**src/rtl/core/packet_five_tuple_extractor_macros.svh**
```systemverilog
// Assertion macros shared by the RTL of the five-tuple extractor.
`ifndef PACKET_FIVE_TUPLE_EXTRACTOR_MACROS_SVH
`define PACKET_FIVE_TUPLE_EXTRACTOR_MACROS_SVH

`ifndef ASSERT_OFF
// Property holds at every clock edge outside reset.
`define PFTE_ASSERT(lbl, clk, rst_n, prop) \
  lbl: assert property (@(posedge clk) disable iff (!rst_n) (prop)) \
    else $error("pfte assertion failed");
// Consequent holds on the clock edge after the antecedent.
`define PFTE_ASSERT_NEXT(lbl, clk, rst_n, ante, cons) \
  lbl: assert property (@(posedge clk) disable iff (!rst_n) (ante) |=> (cons)) \
    else $error("pfte assertion failed");
`else
`define PFTE_ASSERT(lbl, clk, rst_n, prop)
`define PFTE_ASSERT_NEXT(lbl, clk, rst_n, ante, cons)
`endif

`endif

```
**src/rtl/core/pfte_pkg.sv**
```systemverilog
// Types and constants shared by the five-tuple extractor modules.
package pfte_pkg;

  localparam logic [4:0]  EthHeaderLen   = 5'd14;
  localparam logic [4:0]  VlanHeaderLen  = 5'd18;
  localparam logic [15:0] EtherTypeIpv4  = 16'h0800;
  localparam logic [15:0] EtherTypeVlan  = 16'h8100;
  localparam logic [7:0]  ProtoIcmp      = 8'd1;
  localparam logic [7:0]  ProtoTcp       = 8'd6;
  localparam logic [7:0]  ProtoUdp       = 8'd17;
  localparam logic [3:0]  IpVersion4     = 4'd4;
  localparam logic [16:0] ChecksumGood   = 17'h0FFFF;
  localparam logic [15:0] OffsetMax      = 16'hFFFF;

  localparam logic [1:0]  CfgRawIpLink       = 2'd0;
  localparam logic [1:0]  CfgChecksumEnable  = 2'd1;
  localparam logic [1:0]  CfgMaxCaptureLen   = 2'd2;

  localparam int unsigned QueueDepth = 2;
  localparam int unsigned QueuePtrW  = (QueueDepth > 1) ? $clog2(QueueDepth) : 1;
  localparam int unsigned QueueCntW  = $clog2(QueueDepth + 1);

  typedef struct packed {
    logic [7:0] data_byte;
    logic       last_byte;
  } in_item_t;

  typedef struct packed {
    logic        packet_valid;
    logic [31:0] source_address;
    logic [31:0] destination_address;
    logic [15:0] source_port;
    logic [15:0] destination_port;
    logic [7:0]  protocol_number;
  } result_t;

  typedef struct packed {
    logic        raw_ip_link;
    logic        checksum_check_enable;
    logic [15:0] max_capture_length;
  } cfg_t;

  // Everything the back end needs to judge one finished packet.
  typedef struct packed {
    logic [15:0] pkt_len;
    logic [4:0]  link_hdr_len;
    logic [15:0] eth_type;
    logic [3:0]  header_words;
    logic [3:0]  ip_version;
    logic [7:0]  protocol;
    logic [31:0] source;
    logic [31:0] destination;
    logic [31:0] ports;
    logic [3:0]  tcp_offset_words;
    logic [16:0] checksum_sum;
  } summary_t;

endpackage

```
**src/rtl/core/pfte_front.sv**
```systemverilog
// Byte parser: captures header fields as bytes pass and emits a summary at packet end.
`include "packet_five_tuple_extractor_macros.svh"

module pfte_front (
  input  logic               clk_i,
  input  logic               rst_ni,
  input  pfte_pkg::cfg_t     cfg_i,
  input  logic               accept_i,
  input  pfte_pkg::in_item_t in_item_i,
  output logic               summary_push_o,
  output pfte_pkg::summary_t summary_o
);
  import pfte_pkg::*;

  logic [15:0] offset_q, offset_d;
  logic [4:0]  lhl_q, lhl_d, lhl_cur;
  logic [15:0] eth_q, eth_d;
  logic [3:0]  hw_q, hw_d;
  logic [3:0]  ver_q, ver_d;
  logic [7:0]  proto_q, proto_d;
  logic [31:0] src_q, src_d;
  logic [31:0] dst_q, dst_d;
  logic [31:0] ports_q, ports_d;
  logic [3:0]  tcp_q, tcp_d;
  logic [16:0] sum_q, sum_d;

  logic [15:0] idx, rel, l4, pkt_len;
  logic [15:0] addend;
  logic [17:0] sum_raw;
  logic [1:0]  pos;
  logic [7:0]  b;
  logic        take;

  always_comb begin
    idx      = offset_q;
    b        = in_item_i.data_byte;
    lhl_cur  = (idx == '0) ? (cfg_i.raw_ip_link ? 5'd0 : EthHeaderLen) : lhl_q;
    take     = idx < cfg_i.max_capture_length;
    lhl_d    = lhl_cur;
    eth_d    = eth_q;
    hw_d     = hw_q;
    ver_d    = ver_q;
    proto_d  = proto_q;
    src_d    = src_q;
    dst_d    = dst_q;
    ports_d  = ports_q;
    tcp_d    = tcp_q;
    sum_d    = sum_q;
    rel      = '0;
    l4       = '0;
    pos      = '0;
    addend   = '0;
    sum_raw  = '0;
    if (take) begin
      if (lhl_cur != '0) begin
        if (idx == 16'd12) eth_d[15:8] = b;
        if (idx == 16'd13) begin
          eth_d[7:0] = b;
          if (eth_d == EtherTypeVlan) lhl_d = VlanHeaderLen;
        end
      end
      if (idx >= {11'd0, lhl_d}) begin
        rel = idx - {11'd0, lhl_d};
        if (rel == '0) begin
          ver_d = b[7:4];
          hw_d  = b[3:0];
        end
        if (rel == 16'd9) proto_d = b;
        if (rel >= 16'd12 && rel < 16'd16) src_d = {src_q[23:0], b};
        if (rel >= 16'd16 && rel < 16'd20) dst_d = {dst_q[23:0], b};
        // The layer-4 header position follows the length just captured.
        l4 = {10'd0, hw_d, 2'b00};
        if (rel >= l4 && rel < l4 + 16'd4) begin
          pos = 2'(rel - l4);
          unique case (pos)
            2'd0: ports_d[31:24] = b;
            2'd1: ports_d[23:16] = b;
            2'd2: ports_d[15:8]  = b;
            2'd3: ports_d[7:0]   = b;
          endcase
        end
        if (rel == l4 + 16'd12) tcp_d = b[7:4];
        if (rel < l4) begin
          addend  = rel[0] ? {8'd0, b} : {b, 8'd0};
          sum_raw = 18'(sum_q) + 18'(addend);
          sum_d   = 17'(sum_raw[15:0]) + 17'(sum_raw[17:16]);
        end
      end
    end
    offset_d = (idx != OffsetMax) ? idx + 16'd1 : idx;
    pkt_len  = (offset_d < cfg_i.max_capture_length) ? offset_d : cfg_i.max_capture_length;
  end

  always_comb begin
    summary_push_o             = accept_i && in_item_i.last_byte;
    summary_o.pkt_len          = pkt_len;
    summary_o.link_hdr_len     = lhl_d;
    summary_o.eth_type         = eth_d;
    summary_o.header_words     = hw_d;
    summary_o.ip_version       = ver_d;
    summary_o.protocol         = proto_d;
    summary_o.source           = src_d;
    summary_o.destination      = dst_d;
    summary_o.ports            = ports_d;
    summary_o.tcp_offset_words = tcp_d;
    summary_o.checksum_sum     = sum_d;
  end

  always_ff @(posedge clk_i or negedge rst_ni) begin
    if (!rst_ni) begin
      offset_q <= '0;
      lhl_q    <= '0;
      eth_q    <= '0;
      hw_q     <= '0;
      ver_q    <= '0;
      proto_q  <= '0;
      src_q    <= '0;
      dst_q    <= '0;
      ports_q  <= '0;
      tcp_q    <= '0;
      sum_q    <= '0;
    end else if (accept_i) begin
      if (in_item_i.last_byte) begin
        offset_q <= '0;
        lhl_q    <= '0;
        eth_q    <= '0;
        hw_q     <= '0;
        ver_q    <= '0;
        proto_q  <= '0;
        src_q    <= '0;
        dst_q    <= '0;
        ports_q  <= '0;
        tcp_q    <= '0;
        sum_q    <= '0;
      end else begin
        offset_q <= offset_d;
        lhl_q    <= lhl_d;
        eth_q    <= eth_d;
        hw_q     <= hw_d;
        ver_q    <= ver_d;
        proto_q  <= proto_d;
        src_q    <= src_d;
        dst_q    <= dst_d;
        ports_q  <= ports_d;
        tcp_q    <= tcp_d;
        sum_q    <= sum_d;
      end
    end
  end

  `PFTE_ASSERT_NEXT(a_clear_after_last, clk_i, rst_ni, accept_i && in_item_i.last_byte,
                    offset_q == '0 && lhl_q == '0 && sum_q == '0)
  `PFTE_ASSERT_NEXT(a_offset_counts, clk_i, rst_ni,
                    accept_i && !in_item_i.last_byte && offset_q != OffsetMax,
                    offset_q == 16'($past(offset_q) + 16'd1))
  `PFTE_ASSERT(a_link_len_legal, clk_i, rst_ni,
               lhl_q == 5'd0 || lhl_q == EthHeaderLen || lhl_q == VlanHeaderLen)
  `PFTE_ASSERT(a_sum_folded, clk_i, rst_ni, sum_q <= 17'h10000)

endmodule

```
**src/rtl/core/pfte_queue.sv**
```systemverilog
// Short queue of packet summaries between the parser and the result stage.
module pfte_queue (
  input  logic               clk_i,
  input  logic               rst_ni,
  input  logic               push_i,
  input  pfte_pkg::summary_t push_data_i,
  input  logic               pop_i,
  output pfte_pkg::summary_t head_o,
  output logic               not_empty_o,
  output logic               full_o
);
  import pfte_pkg::*;

  summary_t               mem_q [QueueDepth];
  logic [QueuePtrW-1:0]   wr_ptr_q, wr_ptr_d;
  logic [QueuePtrW-1:0]   rd_ptr_q, rd_ptr_d;
  logic [QueueCntW-1:0]   count_q, count_d;
  logic                   do_push, do_pop;

  always_comb begin
    do_push  = push_i && (count_q != QueueCntW'(QueueDepth));
    do_pop   = pop_i && (count_q != '0);
    wr_ptr_d = wr_ptr_q;
    rd_ptr_d = rd_ptr_q;
    count_d  = count_q;
    if (do_push) begin
      wr_ptr_d = (wr_ptr_q == QueuePtrW'(QueueDepth - 1)) ? '0 : wr_ptr_q + 1'b1;
    end
    if (do_pop) begin
      rd_ptr_d = (rd_ptr_q == QueuePtrW'(QueueDepth - 1)) ? '0 : rd_ptr_q + 1'b1;
    end
    if (do_push && !do_pop) count_d = count_q + 1'b1;
    if (!do_push && do_pop) count_d = count_q - 1'b1;
  end

  always_ff @(posedge clk_i or negedge rst_ni) begin
    if (!rst_ni) begin
      wr_ptr_q <= '0;
      rd_ptr_q <= '0;
      count_q  <= '0;
    end else begin
      wr_ptr_q <= wr_ptr_d;
      rd_ptr_q <= rd_ptr_d;
      count_q  <= count_d;
    end
  end

  always_ff @(posedge clk_i) begin
    if (do_push) mem_q[wr_ptr_q] <= push_data_i;
  end

  assign head_o      = mem_q[rd_ptr_q];
  assign not_empty_o = count_q != '0;
  assign full_o      = count_q == QueueCntW'(QueueDepth);

endmodule

```
**src/rtl/core/pfte_back.sv**
```systemverilog
// Result stage: judges a packet summary and holds the finished result for the reader.
module pfte_back (
  input  logic               clk_i,
  input  logic               rst_ni,
  input  pfte_pkg::cfg_t     cfg_i,
  input  pfte_pkg::summary_t summary_i,
  input  logic               summary_valid_i,
  output logic               summary_pop_o,
  input  logic               pop_i,
  output logic               empty_o,
  output pfte_pkg::result_t  result_o
);
  import pfte_pkg::*;

  logic               out_valid_q, out_valid_d;
  result_t            result_q, result_d;
  logic               load, taken, link_bad, ok;
  logic signed [17:0] len, hl4, tcp_need, short_need;

  always_comb begin
    link_bad   = (summary_i.link_hdr_len != '0) && (summary_i.eth_type != EtherTypeIpv4)
                 && (summary_i.eth_type != EtherTypeVlan);
    len        = $signed({2'b00, summary_i.pkt_len}) - $signed({13'd0, summary_i.link_hdr_len});
    hl4        = $signed({12'd0, summary_i.header_words, 2'b00});
    tcp_need   = hl4 + $signed({12'd0, summary_i.tcp_offset_words, 2'b00});
    short_need = hl4 + 18'sd8;
    ok = !link_bad && !(len < hl4) && (summary_i.ip_version == IpVersion4)
         && !(cfg_i.checksum_check_enable && summary_i.checksum_sum != ChecksumGood);
    // Other protocols carry no layer-4 length check.
    if (summary_i.protocol == ProtoTcp) begin
      if (len < tcp_need) ok = 1'b0;
    end else if (summary_i.protocol == ProtoUdp || summary_i.protocol == ProtoIcmp) begin
      if (len < short_need) ok = 1'b0;
    end
    result_d = '0;
    if (ok) begin
      result_d.packet_valid        = 1'b1;
      result_d.source_address      = summary_i.source;
      result_d.destination_address = summary_i.destination;
      result_d.protocol_number     = summary_i.protocol;
      if (summary_i.protocol == ProtoTcp || summary_i.protocol == ProtoUdp) begin
        result_d.source_port      = summary_i.ports[31:16];
        result_d.destination_port = summary_i.ports[15:0];
      end
    end
  end

  always_comb begin
    taken       = pop_i && out_valid_q;
    load        = summary_valid_i && (!out_valid_q || taken);
    out_valid_d = load ? 1'b1 : (taken ? 1'b0 : out_valid_q);
  end

  always_ff @(posedge clk_i or negedge rst_ni) begin
    if (!rst_ni) begin
      out_valid_q <= 1'b0;
    end else begin
      out_valid_q <= out_valid_d;
    end
  end

  always_ff @(posedge clk_i) begin
    if (load) result_q <= result_d;
  end

  assign summary_pop_o = load;
  assign empty_o       = !out_valid_q;
  assign result_o      = result_q;

endmodule

```
**src/rtl/core/packet_five_tuple_extractor.sv**
```systemverilog
// Top level of the IPv4 five-tuple extractor: configuration registers and stage wiring.

// The extractor takes one captured packet byte per request, in wire order, and
// after the byte flagged last_byte it delivers one result holding a validity
// flag and the IPv4 source and destination addresses, the TCP or UDP ports and
// the protocol number; an invalid packet gives a result that is all zero. A
// byte is taken in every clock cycle while full is low, and packets may follow
// one another with no gap. The front parser registers header fields as their
// bytes pass and, on the last byte, writes a packet summary into a two-entry
// queue; the result stage checks that summary and loads its output register,
// so a result passes through the queue and the output register before it
// shows on the result ports. Full rises only while two summaries wait behind
// an unread result, which stalls all input bytes until the reader pops.
// Configuration writes are always taken (ready is tied high) and should only
// be made while no packet is in flight; raw_ip_link is sampled at the first
// byte of each packet.
`include "packet_five_tuple_extractor_macros.svh"

module packet_five_tuple_extractor (
  input  logic               clk_i,
  input  logic               rst_ni,
  input  logic               push,
  output logic               full,
  input  pfte_pkg::in_item_t in_item_i,
  output logic               empty,
  input  logic               pop,
  output pfte_pkg::result_t  result_o,
  input  logic               valid,
  output logic               ready,
  input  logic [1:0]         cfg_index_i,
  input  logic [15:0]        cfg_data_i
);
  import pfte_pkg::*;

  cfg_t     cfg_q, cfg_d;
  summary_t front_summary, queue_head;
  logic     accept, front_push, queue_pop, queue_not_empty, queue_full;

  // Register writes; an index beyond the list is accepted and dropped.
  always_comb begin
    cfg_d = cfg_q;
    if (valid && ready) begin
      unique case (cfg_index_i)
        CfgRawIpLink:      cfg_d.raw_ip_link           = cfg_data_i[0];
        CfgChecksumEnable: cfg_d.checksum_check_enable = cfg_data_i[0];
        CfgMaxCaptureLen:  cfg_d.max_capture_length    = cfg_data_i;
        default:           cfg_d = cfg_q;
      endcase
    end
  end

  always_ff @(posedge clk_i or negedge rst_ni) begin
    if (!rst_ni) begin
      cfg_q.raw_ip_link           <= 1'b0;
      cfg_q.checksum_check_enable <= 1'b1;
      cfg_q.max_capture_length    <= 16'hFFFF;
    end else begin
      cfg_q <= cfg_d;
    end
  end

  assign ready  = 1'b1;
  assign full   = queue_full;
  assign accept = push && !queue_full;

  pfte_front u_front (
    .clk_i          (clk_i),
    .rst_ni         (rst_ni),
    .cfg_i          (cfg_q),
    .accept_i       (accept),
    .in_item_i      (in_item_i),
    .summary_push_o (front_push),
    .summary_o      (front_summary)
  );

  pfte_queue u_queue (
    .clk_i       (clk_i),
    .rst_ni      (rst_ni),
    .push_i      (front_push),
    .push_data_i (front_summary),
    .pop_i       (queue_pop),
    .head_o      (queue_head),
    .not_empty_o (queue_not_empty),
    .full_o      (queue_full)
  );

  pfte_back u_back (
    .clk_i           (clk_i),
    .rst_ni          (rst_ni),
    .cfg_i           (cfg_q),
    .summary_i       (queue_head),
    .summary_valid_i (queue_not_empty),
    .summary_pop_o   (queue_pop),
    .pop_i           (pop),
    .empty_o         (empty),
    .result_o        (result_o)
  );

  // A queued summary must reach the output register as soon as it is free.
  `PFTE_ASSERT_NEXT(a_result_follows, clk_i, rst_ni, queue_not_empty, !empty)
  // The queue only fills while a result is waiting to be read.
  `PFTE_ASSERT(a_full_needs_result, clk_i, rst_ni, !queue_full || !empty)
  // A last byte that is taken is always registered as a queued summary or a waiting result.
  `PFTE_ASSERT_NEXT(a_last_queued, clk_i, rst_ni, accept && in_item_i.last_byte, queue_not_empty || !empty)

endmodule
```
**config.mk**
```make
export PLATFORM = sky130hd
export DESIGN_NAME = packet_five_tuple_extractor
export DESIGN_NICKNAME = d
export VERILOG_FILES = /design/src/rtl/core/pfte_pkg.sv /design/src/rtl/core/pfte_front.sv /design/src/rtl/core/pfte_queue.sv /design/src/rtl/core/pfte_back.sv /design/src/rtl/core/packet_five_tuple_extractor.sv
export VERILOG_INCLUDE_DIRS = /design/src /design/src/rtl/core
export SDC_FILE = /design/constraint.sdc
export NUM_CORES = 1
export LEC_CHECK = 0
export BUFFER_PORTS_ARGS = -buffer_cell sky130_fd_sc_hd__buf_2
export CORE_ASPECT_RATIO = 0.75
export CORE_MARGIN = 2
export CORE_UTILIZATION = 35
export DETAILED_ROUTE_END_ITERATION = 12
export GPL_TIMING_DRIVEN = 0
export PLACE_DENSITY = 0.58
export SYNTH_ARGS = -nofsm -noshare
export SYNTH_HDL_FRONTEND = slang
export SYNTH_HIERARCHICAL = 1
export SYNTH_SLANG_ARGS = --single-unit
```
**constraint.sdc**
```tcl
create_clock -name clk_i -period 9.9 [get_ports clk_i]
set_input_delay 0.99 -clock clk_i [delete_from_list [all_inputs] [get_ports clk_i]]
set_output_delay 0.99 -clock clk_i [all_outputs]
set_load 0.05 [all_outputs]
```
==> metrics.log <==
INFO  metric run_status = completed
INFO  metric layout-drive-gt1-share = 26.3%
INFO  metric power_leakage = 0.0142 uW
INFO  metric synth_edf_count = 445
INFO  metric worst_r2r_path_depth = 28
INFO  metric synth_compound_area_share = 8.52%
INFO  metric io-pin-count = 140
INFO  metric adder_cell_share_of_the_synthesized_area = 3.60%
INFO  metric worstSetupStartpointType = flop
INFO  metric fp.dieW = 351 um
INFO  metric cts.path.max_buffers = 3
INFO  metric cp-end-kind = flop
INFO  metric critical-path-slowest-cell = sky130_fd_sc_hd__a2111oi_4
INFO  metric synthMuxAreaShare = 14.0%
INFO  metric syn_nets = 2488
INFO  metric timing.final.setup_violations = 0
INFO  metric detailedRoute.firstPassIterationCount = 5
INFO  metric rows = 95
INFO  metric cts-buffers-inserted = 69
INFO  metric antenna_violations_before_repair = 4
INFO  metric fin_crit = 9.29 ns
INFO  metric powerDensity = 268 nW/um2
INFO  metric wl_per_cell = 21.8 um
INFO  metric achievable-frequency = 108 MHz
INFO  metric worstMarginPinSlew = 1.24 ns
INFO  metric reg2reg_slack = 0.61 ns
INFO  metric ys_warn_count = 6
INFO  metric die_h = 264 um
INFO  metric place_worst_setup_slack = 0.443 ns
INFO  metric global_route.usage.met1 = 27.3%
INFO  metric clock_skew = 0.0255 ns
INFO  metric ys_types = 93
INFO  metric combinational_family_with_the_most_area_after_synthesis = multiplexers
INFO  metric min_path_type = in -> async
INFO  metric path_clk_slew = 0.06 ns
INFO  metric synth-main-ff-cell = sky130_fd_sc_hd__edfxtp_1
INFO  metric clkSinkCount = 638
INFO  metric netlist_area = 31500 um2
INFO  metric dp_hpwl = 59.7 mm
INFO  metric synthArstFlopShare = 30.3%
INFO  metric busiest_layer = met1
INFO  metric cp_data_required_time = 10.23 ns
INFO  metric synthXorXnorAreaFrac = 1.81%
INFO  metric hold_violations = 0
INFO  metric maxCapViolations = 0
INFO  metric design_area = 36300 um2
INFO  metric cts-root-buf = sky130_fd_sc_hd__clkbuf_16
INFO  metric drt-vias-per-instance = 5.37
INFO  metric cts_hold_buf = 0
INFO  metric final_cell_count_no_fill = 3855
INFO  metric netlist.area_leader.share = 42.4%
INFO  metric placed_cells_incl_taps = 3727
INFO  metric path_max_fanout = 10
INFO  metric grt.total_usage = 18.2%
INFO  metric placed_cell_area = 34000 um2
INFO  metric grt_use_met2 = 27.0%
INFO  metric antenna_left = 0
INFO  metric initial_utilization = 35.3%
INFO  metric crit_type = reg -> reg
INFO  metric syn-mean-instance-area = 13.3 um2
INFO  metric area_growth_from_synthesis_to_final_layout = 15.2%
INFO  metric netlist.top_cell.by_area = sky130_fd_sc_hd__edfxtp_1
INFO  metric cts_htree_levels = 3
INFO  metric synth_simple_gate_area_share = 11.1%
INFO  metric synth_cells = 2368
INFO  metric drtIter0Drc = 1804
INFO  metric finalWirelength = 84.2 mm
INFO  metric finalCritPeriodShare = 93.8%
INFO  metric r2r-start = u_front/idx[0]
INFO  metric cpPeakStageDelay = 0.75 ns
INFO  metric setup_repair_after_global_routing_missed_its_margin = false
INFO  metric cts_tree = done
INFO  metric vias_after_detailed_routing = 20700
INFO  metric timing.rr.end = u_queue/mem_q[1][27]
INFO  metric grt_remaining_overflow = 0
INFO  metric finalMaxSlewViolations = 0
INFO  metric vdd_ir_drop_max = 0.000147 V
INFO  metric groute.layer.met3.usage = 2.74%
INFO  metric first_global_vias = 20800
INFO  metric largest_net_degree_at_the_start_of_global_routing = 105
INFO  metric worstPathBufferInverterCount = 4
INFO  metric worst_skew_pair.late_latency = 0.63 ns
INFO  metric remaining_drc_errors = 0
INFO  metric design.final.nets = 2706
INFO  metric relative_slew_slack = 16.6%
INFO  metric yosysSeqAreaShare = 57.8%
INFO  metric core-area = 89400 um2
INFO  metric die_area = 92500 um2
INFO  metric timing.critical_path.max_delay_family = simple AND/OR/NAND/NOR gates
INFO  metric finalWorstSetupSlack = 0.610 ns
INFO  metric yosys-top-cells-area = sky130_fd_sc_hd__edfxtp_1 (42%), sky130_fd_sc_hd__dfrtp_1 (14%), sky130_fd_sc_hd__mux2_2 (8.1%)
INFO  metric gp_congestion = 0.872
INFO  metric whs = 0.408 ns
INFO  metric port_buffers = 135
INFO  metric grt_pass1_wl = 129 mm
INFO  metric arrival = 9.62 ns
INFO  metric synth-seq-cells = 638
[timing repair]
action / in CTS / in global routing
setup endpoints to repair: 0 / 48
endpoints found under the hold margin: 0 / 0
resized for setup: 0 / 1
setup buffers: 0 / 0
[worst max path at each step]
stage / start / to / slack (ns) / cells past startpoint
global placement: in_item_i[0] / u_queue/mem_q[0][26] / -5.52 / 6
finish: u_front/idx[0] / u_queue/mem_q[1][27] / 0.61 / 28
detailed placement: in_item_i[1] / u_queue/mem_q[0][36] / 0.44 / 24
CTS: u_front/idx[0] / u_queue/mem_q[0][36] / 0.60 / 26
global route: u_front/idx[0] / u_queue/mem_q[0][36] / 0.009 / 28
floorplan: in_item_i[0] / u_queue/mem_q[0][0] / 0.20 / 6
[cell usage after synthesis, types with 53 or more instances]
cell type                  count
sky130_fd_sc_hd__a22o_1      110
sky130_fd_sc_hd__clkbuf_1    109
sky130_fd_sc_hd__dfrtp_1     176
sky130_fd_sc_hd__edfxtp_1    445
sky130_fd_sc_hd__ha_1         85
sky130_fd_sc_hd__inv_1        70
sky130_fd_sc_hd__mux2_2      227
sky130_fd_sc_hd__mux2_4      110
sky130_fd_sc_hd__nand2_1     207
sky130_fd_sc_hd__nand3_1      57
sky130_fd_sc_hd__nor2_1       53
sky130_fd_sc_hd__nor4_1      115
sky130_fd_sc_hd__o21ai_0      66
[layout by cell type (no fill, tap or decap), types with 70 or more instances in the layout]
master                      synthesis  routed
sky130_fd_sc_hd__a22o_1           110     110
sky130_fd_sc_hd__ha_1              85      85
sky130_fd_sc_hd__inv_1             70      70
sky130_fd_sc_hd__clkbuf_16          0      71
sky130_fd_sc_hd__mux2_2           227     227
sky130_fd_sc_hd__mux2_4           110     110
sky130_fd_sc_hd__nor4_1           115     115
sky130_fd_sc_hd__nand2_1          207     207
sky130_fd_sc_hd__dfrtp_1          176     176
sky130_fd_sc_hd__clkbuf_1         109     122
sky130_fd_sc_hd__buf_2             21     155
sky130_fd_sc_hd__edfxtp_1         445     445
[logic make-up after synthesis]
family	count (synthesis)
compound gates	348
mux	356
flops	638
simple gates	642
buf+inv	229
fa+ha+maj	89
other cells	1
xor+xnor	65
[where the power goes]
group          internal [uW]  total [uW]  switching [uW]
registers               3380        3550             168
logic                   1240        3560            2320
clock network           1500        2620            1110
[registers in the layout (all words and copies together), names as in the netlist, 5 cells and up]
register,count
u_front/proto_q,8
u_front/idx,16
u_queue/mem_q,340
u_front/src_q,32
cfg_q,18
u_front/eth_q,16
u_front/ports_q,32
u_front/sum_q,17
u_front/dst_q,32
u_back/result_o,105
u_front/lhl_q,5
[layer usage]
metal | share of wire (%) | wire length, um
met1 | 48 | 40200
met2 | 44 | 37100
met3 | 5.9 | 5010
met4 | 2.2 | 1880
met5 | 0.015 | 13
[worst register-to-register path, delay by kind of cell (launching register included)]
family	cells	cell delay [ns]
compound gates	5	2.15
fa+ha+maj	3	0.79
buf+inv	4	0.88
flops	1	0.43
mux	1	0.39
xor+xnor	2	0.22
simple gates	13	4.15
[final cells by class]
class / instances / area, um2
repair buffers: 147 / 955
plain buffers: 156 / 747
inverters: 73 / 274
flip-flops and latches: 638 / 18200
diodes: 1 / 2.50
clock inverters: 35 / 369
multi-input cells: 1501 / 12300
fillers: 8322 / 53100
clock buffers: 92 / 1940
well taps: 1212 / 1520
[metrics by stage]
step / total power, uW / setup TNS, ns / utilization, %
5_1_grt: 10200 / 0 / 40.6
4_1_cts: 9790 / 0 / 40.6
6_report: 9730 / 0 / 40.6
2_1_floorplan: 6200 / 0 / -
3_5_place_dp: 7130 / 0 / 38.1
3_3_place_gp: 7100 / -948.09 / 37.7
No activity file was read; power rests on OpenSTA's default activity.
